[config.mk]
export PLATFORM = sky130hd
export DESIGN_NAME = dual_lcg_xor_stream_cipher_top
export DESIGN_NICKNAME = d
export VERILOG_FILES = /design/src/hw/rtl/dlxsc_pkg.sv /design/src/hw/rtl/dlxsc_cfg.sv /design/src/hw/rtl/dlxsc_front.sv /design/src/hw/rtl/dlxsc_back.sv /design/src/hw/rtl/dual_lcg_xor_stream_cipher_top.sv
export SDC_FILE = /design/constraint.sdc
export NUM_CORES = 2
export LEC_CHECK = 0
export ABC_CLOCK_PERIOD_IN_PS = 13200
export BUFFER_PORTS_ARGS = -buffer_cell sky130_fd_sc_hd__buf_2
export CAP_MARGIN = 5
export CORE_UTILIZATION = 45
export CTS_BUF_LIST = sky130_fd_sc_hd__clkbuf_8
export DETAILED_ROUTE_END_ITERATION = 10
export PLACE_DENSITY = 0.67
export SETUP_SLACK_MARGIN = 0.05
export SYNTH_ARGS = -nofsm -noshare
export SYNTH_HDL_FRONTEND = slang
export SYNTH_SLANG_ARGS = --single-unit
[constraint.sdc]
create_clock -name aclk -period 13.2 [get_ports aclk]
set_clock_uncertainty 0.05 [all_clocks]
set_input_delay 2.64 -clock aclk [delete_from_list [all_inputs] [get_ports aclk]]
set_output_delay 2.64 -clock aclk [all_outputs]
set_load 0.02 [all_outputs]
[src/hw/rtl/dlxsc_pkg.sv]
// ----------------------------------------------------------------------------
// Dual LCG XOR stream cipher package
// Shared widths, reset values, register indexes and payload types.
// ----------------------------------------------------------------------------
`default_nettype none

package dlxsc_pkg;

    localparam int WORD_W      = 32;
    localparam int CFG_IDX_W   = 3;
    localparam int QUEUE_DEPTH = 2;
    localparam int QUEUE_PTR_W = $clog2(QUEUE_DEPTH);
    localparam int QUEUE_CNT_W = $clog2(QUEUE_DEPTH + 1);

    localparam logic [WORD_W-1:0] MULT_FIRST_RST  = 32'd184038653;
    localparam logic [WORD_W-1:0] INCR_FIRST_RST  = 32'd103701121;
    localparam logic [WORD_W-1:0] MULT_SECOND_RST = 32'd194625377;
    localparam logic [WORD_W-1:0] INCR_SECOND_RST = 32'd203465495;
    localparam logic [WORD_W-1:0] SEED_RST        = 32'd0;

    typedef enum logic [CFG_IDX_W-1:0] {
        CFG_MULT_FIRST  = 3'd0,
        CFG_INCR_FIRST  = 3'd1,
        CFG_MULT_SECOND = 3'd2,
        CFG_INCR_SECOND = 3'd3,
        CFG_SEED_FIRST  = 3'd4,
        CFG_SEED_SECOND = 3'd5
    } cfg_idx_t;

    typedef struct packed {
        logic [WORD_W-1:0] mult_first;
        logic [WORD_W-1:0] incr_first;
        logic [WORD_W-1:0] mult_second;
        logic [WORD_W-1:0] incr_second;
        logic [WORD_W-1:0] seed_first;
        logic [WORD_W-1:0] seed_second;
    } cfg_regs_t;

    typedef struct packed {
        logic [WORD_W-1:0] data_word;
        logic              func;
        logic              restart;
    } in_item_t;

    typedef struct packed {
        logic [WORD_W-1:0] out_word;
        logic [WORD_W-1:0] check_value;
    } out_item_t;

    // Which word of a transaction the checksum covers.
    typedef enum logic [0:0] {
        SUM_FROM_OUTPUT = 1'b0,
        SUM_FROM_INPUT  = 1'b1
    } sum_src_t;

    // Classified command handed from the front part to the back part.
    typedef struct packed {
        logic              reload;
        sum_src_t          sum_src;
        logic [WORD_W-1:0] data;
    } cmd_t;

endpackage

`default_nettype wire

[src/hw/rtl/dlxsc_cfg.sv]
// ----------------------------------------------------------------------------
// Configuration registers
// Holds the generator multipliers, increments and seeds.
// ----------------------------------------------------------------------------
`default_nettype none

module dlxsc_cfg (
    input  wire logic                           aclk,
    input  wire logic                           aresetn,
    input  wire logic                           cfg_wr_en,
    input  wire logic [dlxsc_pkg::CFG_IDX_W-1:0] cfg_wr_index,
    input  wire logic [dlxsc_pkg::WORD_W-1:0]    cfg_wr_data,
    output dlxsc_pkg::cfg_regs_t                cfg
);
    import dlxsc_pkg::*;

    cfg_regs_t cfg_reg;
    cfg_regs_t cfg_next;

    always_comb begin
        cfg_next = cfg_reg;
        if (cfg_wr_en) begin
            unique case (cfg_idx_t'(cfg_wr_index))
                CFG_MULT_FIRST:  cfg_next.mult_first  = cfg_wr_data;
                CFG_INCR_FIRST:  cfg_next.incr_first  = cfg_wr_data;
                CFG_MULT_SECOND: cfg_next.mult_second = cfg_wr_data;
                CFG_INCR_SECOND: cfg_next.incr_second = cfg_wr_data;
                CFG_SEED_FIRST:  cfg_next.seed_first  = cfg_wr_data;
                CFG_SEED_SECOND: cfg_next.seed_second = cfg_wr_data;
                default:         cfg_next = cfg_reg;
            endcase
        end
    end

    always_ff @(posedge aclk) begin
        if (!aresetn) begin
            cfg_reg.mult_first  <= MULT_FIRST_RST;
            cfg_reg.incr_first  <= INCR_FIRST_RST;
            cfg_reg.mult_second <= MULT_SECOND_RST;
            cfg_reg.incr_second <= INCR_SECOND_RST;
            cfg_reg.seed_first  <= SEED_RST;
            cfg_reg.seed_second <= SEED_RST;
        end else begin
            cfg_reg <= cfg_next;
        end
    end

    assign cfg = cfg_reg;

endmodule

`default_nettype wire

[src/hw/rtl/dlxsc_front.sv]
// ----------------------------------------------------------------------------
// Front part
// Accepts input transactions, classifies them and queues the commands.
// ----------------------------------------------------------------------------
`default_nettype none

module dlxsc_front (
    input  wire logic                aclk,
    input  wire logic                aresetn,
    input  wire logic                s_valid,
    output logic                     s_ready,
    input  wire dlxsc_pkg::in_item_t s_data,
    output logic                     q_valid,
    output dlxsc_pkg::cmd_t          q_cmd,
    input  wire logic                q_pop
);
    import dlxsc_pkg::*;

    cmd_t                   slot_reg [QUEUE_DEPTH];
    logic [QUEUE_PTR_W-1:0] wr_ptr_reg;
    logic [QUEUE_PTR_W-1:0] wr_ptr_next;
    logic [QUEUE_PTR_W-1:0] rd_ptr_reg;
    logic [QUEUE_PTR_W-1:0] rd_ptr_next;
    logic [QUEUE_CNT_W-1:0] count_reg;
    logic [QUEUE_CNT_W-1:0] count_next;
    logic                   push;
    cmd_t                   new_cmd;

    always_comb begin
        new_cmd.reload  = s_data.restart;
        new_cmd.sum_src = s_data.func ? SUM_FROM_INPUT : SUM_FROM_OUTPUT;
        new_cmd.data    = s_data.data_word;
    end

    assign s_ready = (count_reg != QUEUE_CNT_W'(QUEUE_DEPTH));
    assign push    = s_valid && s_ready;
    assign q_valid = (count_reg != '0);
    assign q_cmd   = slot_reg[rd_ptr_reg];

    always_comb begin
        wr_ptr_next = wr_ptr_reg;
        rd_ptr_next = rd_ptr_reg;
        count_next  = count_reg;
        if (push) begin
            wr_ptr_next = (wr_ptr_reg == QUEUE_PTR_W'(QUEUE_DEPTH - 1)) ? '0
                        : wr_ptr_reg + 1'b1;
        end
        if (q_pop) begin
            rd_ptr_next = (rd_ptr_reg == QUEUE_PTR_W'(QUEUE_DEPTH - 1)) ? '0
                        : rd_ptr_reg + 1'b1;
        end
        if (push && !q_pop) begin
            count_next = count_reg + 1'b1;
        end else if (q_pop && !push) begin
            count_next = count_reg - 1'b1;
        end
    end

    always_ff @(posedge aclk) begin
        if (!aresetn) begin
            wr_ptr_reg <= '0;
            rd_ptr_reg <= '0;
            count_reg  <= '0;
        end else begin
            wr_ptr_reg <= wr_ptr_next;
            rd_ptr_reg <= rd_ptr_next;
            count_reg  <= count_next;
        end
    end

    always_ff @(posedge aclk) begin
        if (push) begin
            slot_reg[wr_ptr_reg] <= new_cmd;
        end
    end

endmodule

`default_nettype wire

[src/hw/rtl/dlxsc_back.sv]
// ----------------------------------------------------------------------------
// Back part
// Steps both generators, applies the keystream and keeps the checksum.
// ----------------------------------------------------------------------------
`default_nettype none

module dlxsc_back (
    input  wire logic                 aclk,
    input  wire logic                 aresetn,
    input  wire dlxsc_pkg::cfg_regs_t cfg,
    input  wire logic                 q_valid,
    input  wire dlxsc_pkg::cmd_t      q_cmd,
    output logic                      q_pop,
    output logic                      m_valid,
    input  wire logic                 m_ready,
    output dlxsc_pkg::out_item_t      m_data
);
    import dlxsc_pkg::*;

    logic [WORD_W-1:0] gen_first_reg;
    logic [WORD_W-1:0] gen_first_next;
    logic [WORD_W-1:0] gen_second_reg;
    logic [WORD_W-1:0] gen_second_next;
    logic [WORD_W-1:0] sum_reg;
    logic [WORD_W-1:0] sum_next;
    logic              out_valid_reg;
    out_item_t         out_reg;
    out_item_t         out_next;
    logic [WORD_W-1:0] base_first;
    logic [WORD_W-1:0] base_second;
    logic [WORD_W-1:0] base_sum;
    logic [WORD_W-1:0] key_word;

    // The output register is free when empty or being drained this cycle.
    assign q_pop = q_valid && (!out_valid_reg || m_ready);

    always_comb begin
        base_first      = q_cmd.reload ? cfg.seed_first  : gen_first_reg;
        base_second     = q_cmd.reload ? cfg.seed_second : gen_second_reg;
        base_sum        = q_cmd.reload ? '0 : sum_reg;
        gen_first_next  = base_first  * cfg.mult_first  + cfg.incr_first;
        gen_second_next = base_second * cfg.mult_second + cfg.incr_second;
        key_word        = gen_first_next ^ gen_second_next;
        out_next.out_word = q_cmd.data ^ key_word;
        if (q_cmd.sum_src == SUM_FROM_INPUT) begin
            sum_next = base_sum ^ q_cmd.data;
        end else begin
            sum_next = base_sum ^ out_next.out_word;
        end
        out_next.check_value = sum_next;
    end

    always_ff @(posedge aclk) begin
        if (!aresetn) begin
            gen_first_reg  <= '0;
            gen_second_reg <= '0;
            sum_reg        <= '0;
            out_valid_reg  <= 1'b0;
        end else begin
            if (q_pop) begin
                gen_first_reg  <= gen_first_next;
                gen_second_reg <= gen_second_next;
                sum_reg        <= sum_next;
                out_valid_reg  <= 1'b1;
            end else if (m_ready) begin
                out_valid_reg  <= 1'b0;
            end
        end
    end

    always_ff @(posedge aclk) begin
        if (q_pop) begin
            out_reg <= out_next;
        end
    end

    assign m_valid = out_valid_reg;
    assign m_data  = out_reg;

endmodule

`default_nettype wire

[src/hw/rtl/dual_lcg_xor_stream_cipher_top.sv]
// ----------------------------------------------------------------------------
// Dual LCG XOR stream cipher, top level
// Word-wide stream cipher built from two linear congruential generators.
// ----------------------------------------------------------------------------
// The block takes one 32-bit word per clock cycle unless back-pressured and
// returns one result per transaction. Each transaction steps both generators
// once (state * mult + incr, modulo 2^32), XORs the two new states into a
// keystream word and XORs that into the data word. The sustained rate of one
// transaction per cycle, with no output stall, is set by the combinational
// multiply-add of each generator in the back part, whose state feeds straight
// back into its own multiplier. A set restart bit loads both generators from
// the seed registers and clears the checksum before the word is used; until
// the first restart after reset the generators run from zero. The checksum is
// the running XOR of the plaintext: the input word when func is 1 (encode),
// the output word when func is 0 (decode). A two-entry command queue separates
// the input channel from the back part, and the output register lets a new
// transaction in while a result waits. The user must write the configuration
// registers (index 0 to 5: mult_first, incr_first, mult_second, incr_second,
// seed_first, seed_second) only while the block is idle; the block does not
// enforce this. Writes to other indexes are ignored.
`default_nettype none

module dual_lcg_xor_stream_cipher_top (
    input  wire logic                            aclk,
    input  wire logic                            aresetn,
    input  wire logic                            s_valid,
    output logic                                 s_ready,
    input  wire dlxsc_pkg::in_item_t             s_data,
    output logic                                 m_valid,
    input  wire logic                            m_ready,
    output dlxsc_pkg::out_item_t                 m_data,
    input  wire logic                            cfg_wr_en,
    input  wire logic [dlxsc_pkg::CFG_IDX_W-1:0] cfg_wr_index,
    input  wire logic [dlxsc_pkg::WORD_W-1:0]    cfg_wr_data
);
    import dlxsc_pkg::*;

    // Register file contents, read directly by the back part.
    cfg_regs_t cfg;

    // Command queue handoff between front and back.
    logic q_valid;
    logic q_pop;
    cmd_t q_cmd;

    dlxsc_cfg u_cfg (
        .aclk         (aclk),
        .aresetn      (aresetn),
        .cfg_wr_en    (cfg_wr_en),
        .cfg_wr_index (cfg_wr_index),
        .cfg_wr_data  (cfg_wr_data),
        .cfg          (cfg)
    );

    // The front part classifies each transaction into a command and queues it.
    dlxsc_front u_front (
        .aclk    (aclk),
        .aresetn (aresetn),
        .s_valid (s_valid),
        .s_ready (s_ready),
        .s_data  (s_data),
        .q_valid (q_valid),
        .q_cmd   (q_cmd),
        .q_pop   (q_pop)
    );

    // The back part holds the generator and checksum state and the result.
    dlxsc_back u_back (
        .aclk    (aclk),
        .aresetn (aresetn),
        .cfg     (cfg),
        .q_valid (q_valid),
        .q_cmd   (q_cmd),
        .q_pop   (q_pop),
        .m_valid (m_valid),
        .m_ready (m_ready),
        .m_data  (m_data)
    );

endmodule

`default_nettype wire

* Yosys cells after proc, flatten, opt, wreduce, memory -nomap -nowiden
Memory sizes are Yosys's and may differ from the RTL's. A register that Yosys moved wholly into a read port is not among the register bits.
Cells that the tools add are included.
** Word-level totals
- Input port bits :: 74
- Word-level logic and storage cells :: 67
- RAM bits :: 68
- Memories kept :: 1
- Bits in registers :: 357
- Output and inout port bits :: 66
** Cells by class
- $mul :: 2
- Eq/ne operators :: 6
- Reductions and logical operators :: 18
- Mux-type cells :: 15
- Add/subtract/negate cells :: 6
- Bitwise gates (word level) :: 4
** Memories
- u_front.slot_reg :: depth 2, bits a word 34, rd ports 1, clocked after memory_dff 1, write ports 1, line dlxsc_front.sv:19 : cmd_t slot_reg [QUEUE_DEPTH];
** Operators by type and width (count)
- 32-bit 2-to-1 mux :: 4
- 32-bit bitwise XOR :: 4
- 32-bit adder :: 2
- 32-bit by 32-bit multiplier with 32-bit output :: 2
- 2-bit AND reduction :: 6
- 1-bit 2-to-1 mux :: 9
- 3-bit by 2-bit == test with 1-bit output, second input constant :: 2
- 3-bit == test, second input constant :: 2
- 2-bit nonzero test :: 3
- 1-bit logical AND :: 4
- 2-bit 2-to-1 mux :: 2
- 3-bit by 1-bit == test with 1-bit output, second input constant :: 1
- 1-bit zero test :: 3
- 3-bit zero test :: 1
- 1-bit adder, second input constant :: 2
- 2-bit by 1-bit adder with 2-bit output, second input constant :: 1
- 2-bit != test, second input constant :: 1
- 2-bit by 1-bit subtractor with 2-bit output, second input constant :: 1
- 1-bit logical OR :: 1

* Depth between registers and ports, before layout
- Word-level depth :: 7
- Mapped depth :: 39
- Gate-level depth less buffers :: 33

* Modules after synthesis
Synthesis repeated with hierarchy kept, for this count alone.
** Second synthesis, totals
- Cells, all modules :: 5390
- Area, all modules :: 51869.7 µm²
** By module, submodules not included
- dlxsc_back :: seq. area each 3863.7 µm², cells an instance 4562, instances 1, area an instance 41897.7 µm²
- dlxsc_cfg :: seq. area each 3843.7 µm², cells an instance 698, instances 1, area an instance 7278.2 µm²
- dlxsc_front :: seq. area each 2142.1 µm², cells an instance 130, instances 1, area an instance 2693.8 µm²

* Least setup slack after synthesis
OpenSTA, ideal clock, no wires.
- Path type :: reg2reg
- From :: register (tool-made name)
- To :: register u_back.out_reg (netlist bit u_back.m_data[30]), data pin
- Library setup time :: 0.259 ns
- Buffers on the path :: 6
- Data arrival time :: 8.951 ns
- Setup slack :: 3.941 ns
- Clock period less this slack :: 9.259 ns
- Data required time :: 12.891 ns
- Stages on the path, launching flop included :: 35
- Path through :: dfxtp_1 > buf_6 > mux2i_4 > buf_6 > buf_6 > buf_6 > clkbuf_1 > mux2_2 > clkbuf_1 > and2_1 > fa_1 > fa_1 > fa_1 > inv_1 > fa_1 > inv_1 > fa_1 > fa_1 > fa_1 > inv_1 > fa_1 > inv_1 > ha_1 > a21o_1 > a21oi_1 > o21ai_0 > a21o_1 > a31o_2 > or3_1 > a221oi_1 > o21ai_1 > xor2_1 > xor3_1 > a21oi_1 > xnor2_1
** RTL lines
- end signal: assignment :: line dlxsc_back.sv:73 : out_reg <= out_next;
- end: declaration :: line dlxsc_back.sv:27 : out_item_t out_reg;

==> flow_metrics.env <==
export IMPL_outcome="finished clean"
export IMPL_wl_per_cell_um=20.82
export IMPL_arrival_ns=10.84
export IMPL_h_tree_depth=3
export IMPL_die_h_um=336.4
export IMPL_cp_max_fo=52
export IMPL_port_buffers=139
export IMPL_drv_slew=0
export IMPL_start_util_pct=45.40
export IMPL_met3_usage_pct=5.548
export IMPL_largest_register_ffs=192
export IMPL_hp_class="register to register"
export IMPL_synth_area_leader_cell="fa_1"
export IMPL_grt_pass1_vias=38670
export IMPL_core_mm2=0.1108
export IMPL_criticalPathCategory="register to register"
export IMPL_cts_clk_slew_worst_paths_ns=0.07
export IMPL_drt_initial_drc_count=2923
export IMPL_period_share_pct=78.61
export IMPL_drt_vias_per_instance=5.242
export IMPL_cap_violations=0
export IMPL_antenna_found_initial=14
export IMPL_place_inst=6872
export IMPL_fin_crit_ns=10.38
export IMPL_first_pass_iters=5
export IMPL_yosysWarnings=0
export IMPL_drcViolationCount=0
export IMPL_slew_headroom_pct=11.32
export IMPL_slowest_delay_ns=0.77
export IMPL_num_vias=36740
export IMPL_cts_hold_fix_buffers=0
export IMPL_routed_wl_um=145900
export IMPL_end_kind="register"
export IMPL_ys_seq_elements=426
export IMPL_utilization_pct=48.39
export IMPL_gr_total_overflow=0
export IMPL_crit_slowest_cell="mux2_2"
export IMPL_async_reset_ff_share_pct=0
export IMPL_final_nets=6659
export IMPL_synth_fp_nets=6673
export IMPL_dieArea_mm2=0.1132
export IMPL_use_met1_pct=34.79
export IMPL_synth_top_cell_area_share_pct=34.85
export IMPL_finalHoldViolCount=0
export IMPL_area_delta_synth_final_pct=6.587
export IMPL_cts_buffers_inserted=74
export IMPL_syn_area_mm2=0.05032
export IMPL_globalplace_congestion=0.9004
export IMPL_setup_tns_ns=0
export IMPL_hpwlAfterDp_um=108000
export IMPL_layout_cells_non_filler=7008
export IMPL_timing_critical_path_mode_cell="fa_1"
export IMPL_worst_slew_pin_slew_ns=1.293
export IMPL_holdWs_ns=0.4039
export IMPL_ant_nets=0
export IMPL_clock_sinks=426
export IMPL_io_pins=140
export IMPL_ys_flop_type="dfxtp_1"
export IMPL_top_usage_layer="met2"
export IMPL_post_cts_buffers=0
export IMPL_use_met2_pct=43.05
export IMPL_finalSetupViolCount=0
export IMPL_placementRows=122
export IMPL_ys_types=58
export IMPL_grt_max_degree=86
export IMPL_cp_required_ns=13.66
export IMPL_cp_start_kind="register"
export IMPL_avgSynthCellArea_um2=9.192
export IMPL_cts_tree="done"
export IMPL_clk_latency_ns=0.71
export IMPL_ctsResizeCount=0
export IMPL_clock_root_buffer="clkbuf_8"
export IMPL_synth_area_leaders="fa_1 (35%), dfxtp_1 (12%), edfxtp_1 (7.9%)"
export IMPL_grt_usage_pct=26.51
export IMPL_synth_edf_count=132
export IMPL_die_width_um=336.4
export IMPL_ys_seq_area_share_pct=19.58
export IMPL_synth_cells=5474
export IMPL_grt_pass1_wl_um=227200
export IMPL_drive_gt1_share_pct=6.670
export IMPL_max_freq_mhz=96.38
export IMPL_rsz0062_at_grt="no"
export IMPL_ctsLongestPathBuffers=3
## critical path: cells and delay by family, from the launching register on
| family | cells | cell delay (ns) |
|---|---|---|
| mux | 3 | 1.47 |
| flops | 1 | 0.42 |
| simple gates | 3 | 0.39 |
| compound gates | 7 | 1.32 |
| fa+ha+maj | 9 | 4.43 |
| xor+xnor | 3 | 0.98 |
| buf+inv | 8 | 1.05 |
## metal layers
metal	vias to the layer above	routed length, um
li1	16330	-
met1	18740	59600
met2	1351	68050
met3	303	12510
met4	18	5656
met5	-	106
## layout make-up
cell class | count | area [um2]
Multi-Input combinational cell | 3763 | 35630
Tap cell | 1488 | 1862
Sequential cell | 426 | 9852
Antenna cell | 3 | 7.507
Clock inverter | 51 | 284.0
Timing Repair Buffer | 192 | 1094
Fill cell | 10520 | 57190
Clock buffer | 82 | 1129
Inverter | 1003 | 3775
## stage by stage
step                cell area [um2]  setup WS (ns)
floorplan                     50320          3.941
global placement              52210          3.141
detailed placement            52210          2.956
CTS                           53620          2.844
global route                  53630          2.428
finish                        53630          2.824
## cells in the final DEF, fill, tap and decap left out, types with 78 or more instances in the layout
master       n
nand2_1   1008
ha_1       249
buf_2      139
clkbuf_8    82
xnor2_1    186
fa_1       876
a21oi_1    258
inv_1     1037
and2_1     548
dfxtp_1    292
xor2_1      78
edfxtp_1   132
nor2_1      89
## worst paths after layout
| path | slack, ns | end | depth (start not counted) | startpoint |
|---|---|---|---|---|
| worst max-delay path | 2.82 | u_back.sum_reg[31] | 33 | u_front.slot_reg[0][33] |
| worst min-delay path | 0.40 | u_cfg.cfg[61] | 2 | u_cfg.cfg[61] |
| worst max register to register | 2.82 | u_back.sum_reg[31] | 33 | u_front.slot_reg[0][33] |
| worst min register to register | 0.40 | u_cfg.cfg[61] | 2 | u_cfg.cfg[61] |
## cell families (layout without fill, tap and decap cells)
logic type / after synthesis / after routing / share of synthesized area (%)
XOR/XNOR: 282 / 282 / 5.354
adder cells (fa/ha/maj): 1125 / 1125 / 41.05
AO/OA/AOI/OAI: 409 / 409 / 4.638
AND/OR/NAND/NOR: 1834 / 1834 / 17.14
other: 0 / 3 / 0
flip-flops: 426 / 426 / 19.58
multiplexers: 113 / 113 / 2.544
buffers and inverters: 1285 / 1328 / 9.708
## synthesized netlist by cell type, types with 21 or more instances
library cell,count
a21o_1,28
nand2b_1,28
mux2i_1,54
inv_1,1002
nor2_1,94
and2_1,548
nand2_1,1009
a21oi_1,258
nor2b_1,57
xor2_1,78
ha_1,249
xnor2_1,186
nand3_1,57
mux2_2,37
o21ai_0,45
edfxtp_1,132
fa_1,876
dfxtp_1,294
clkbuf_1,257
nor3_1,21
Power is not shown: default switching activity piles up to over one toggle a cycle in this logic, so the estimate is an artifact.
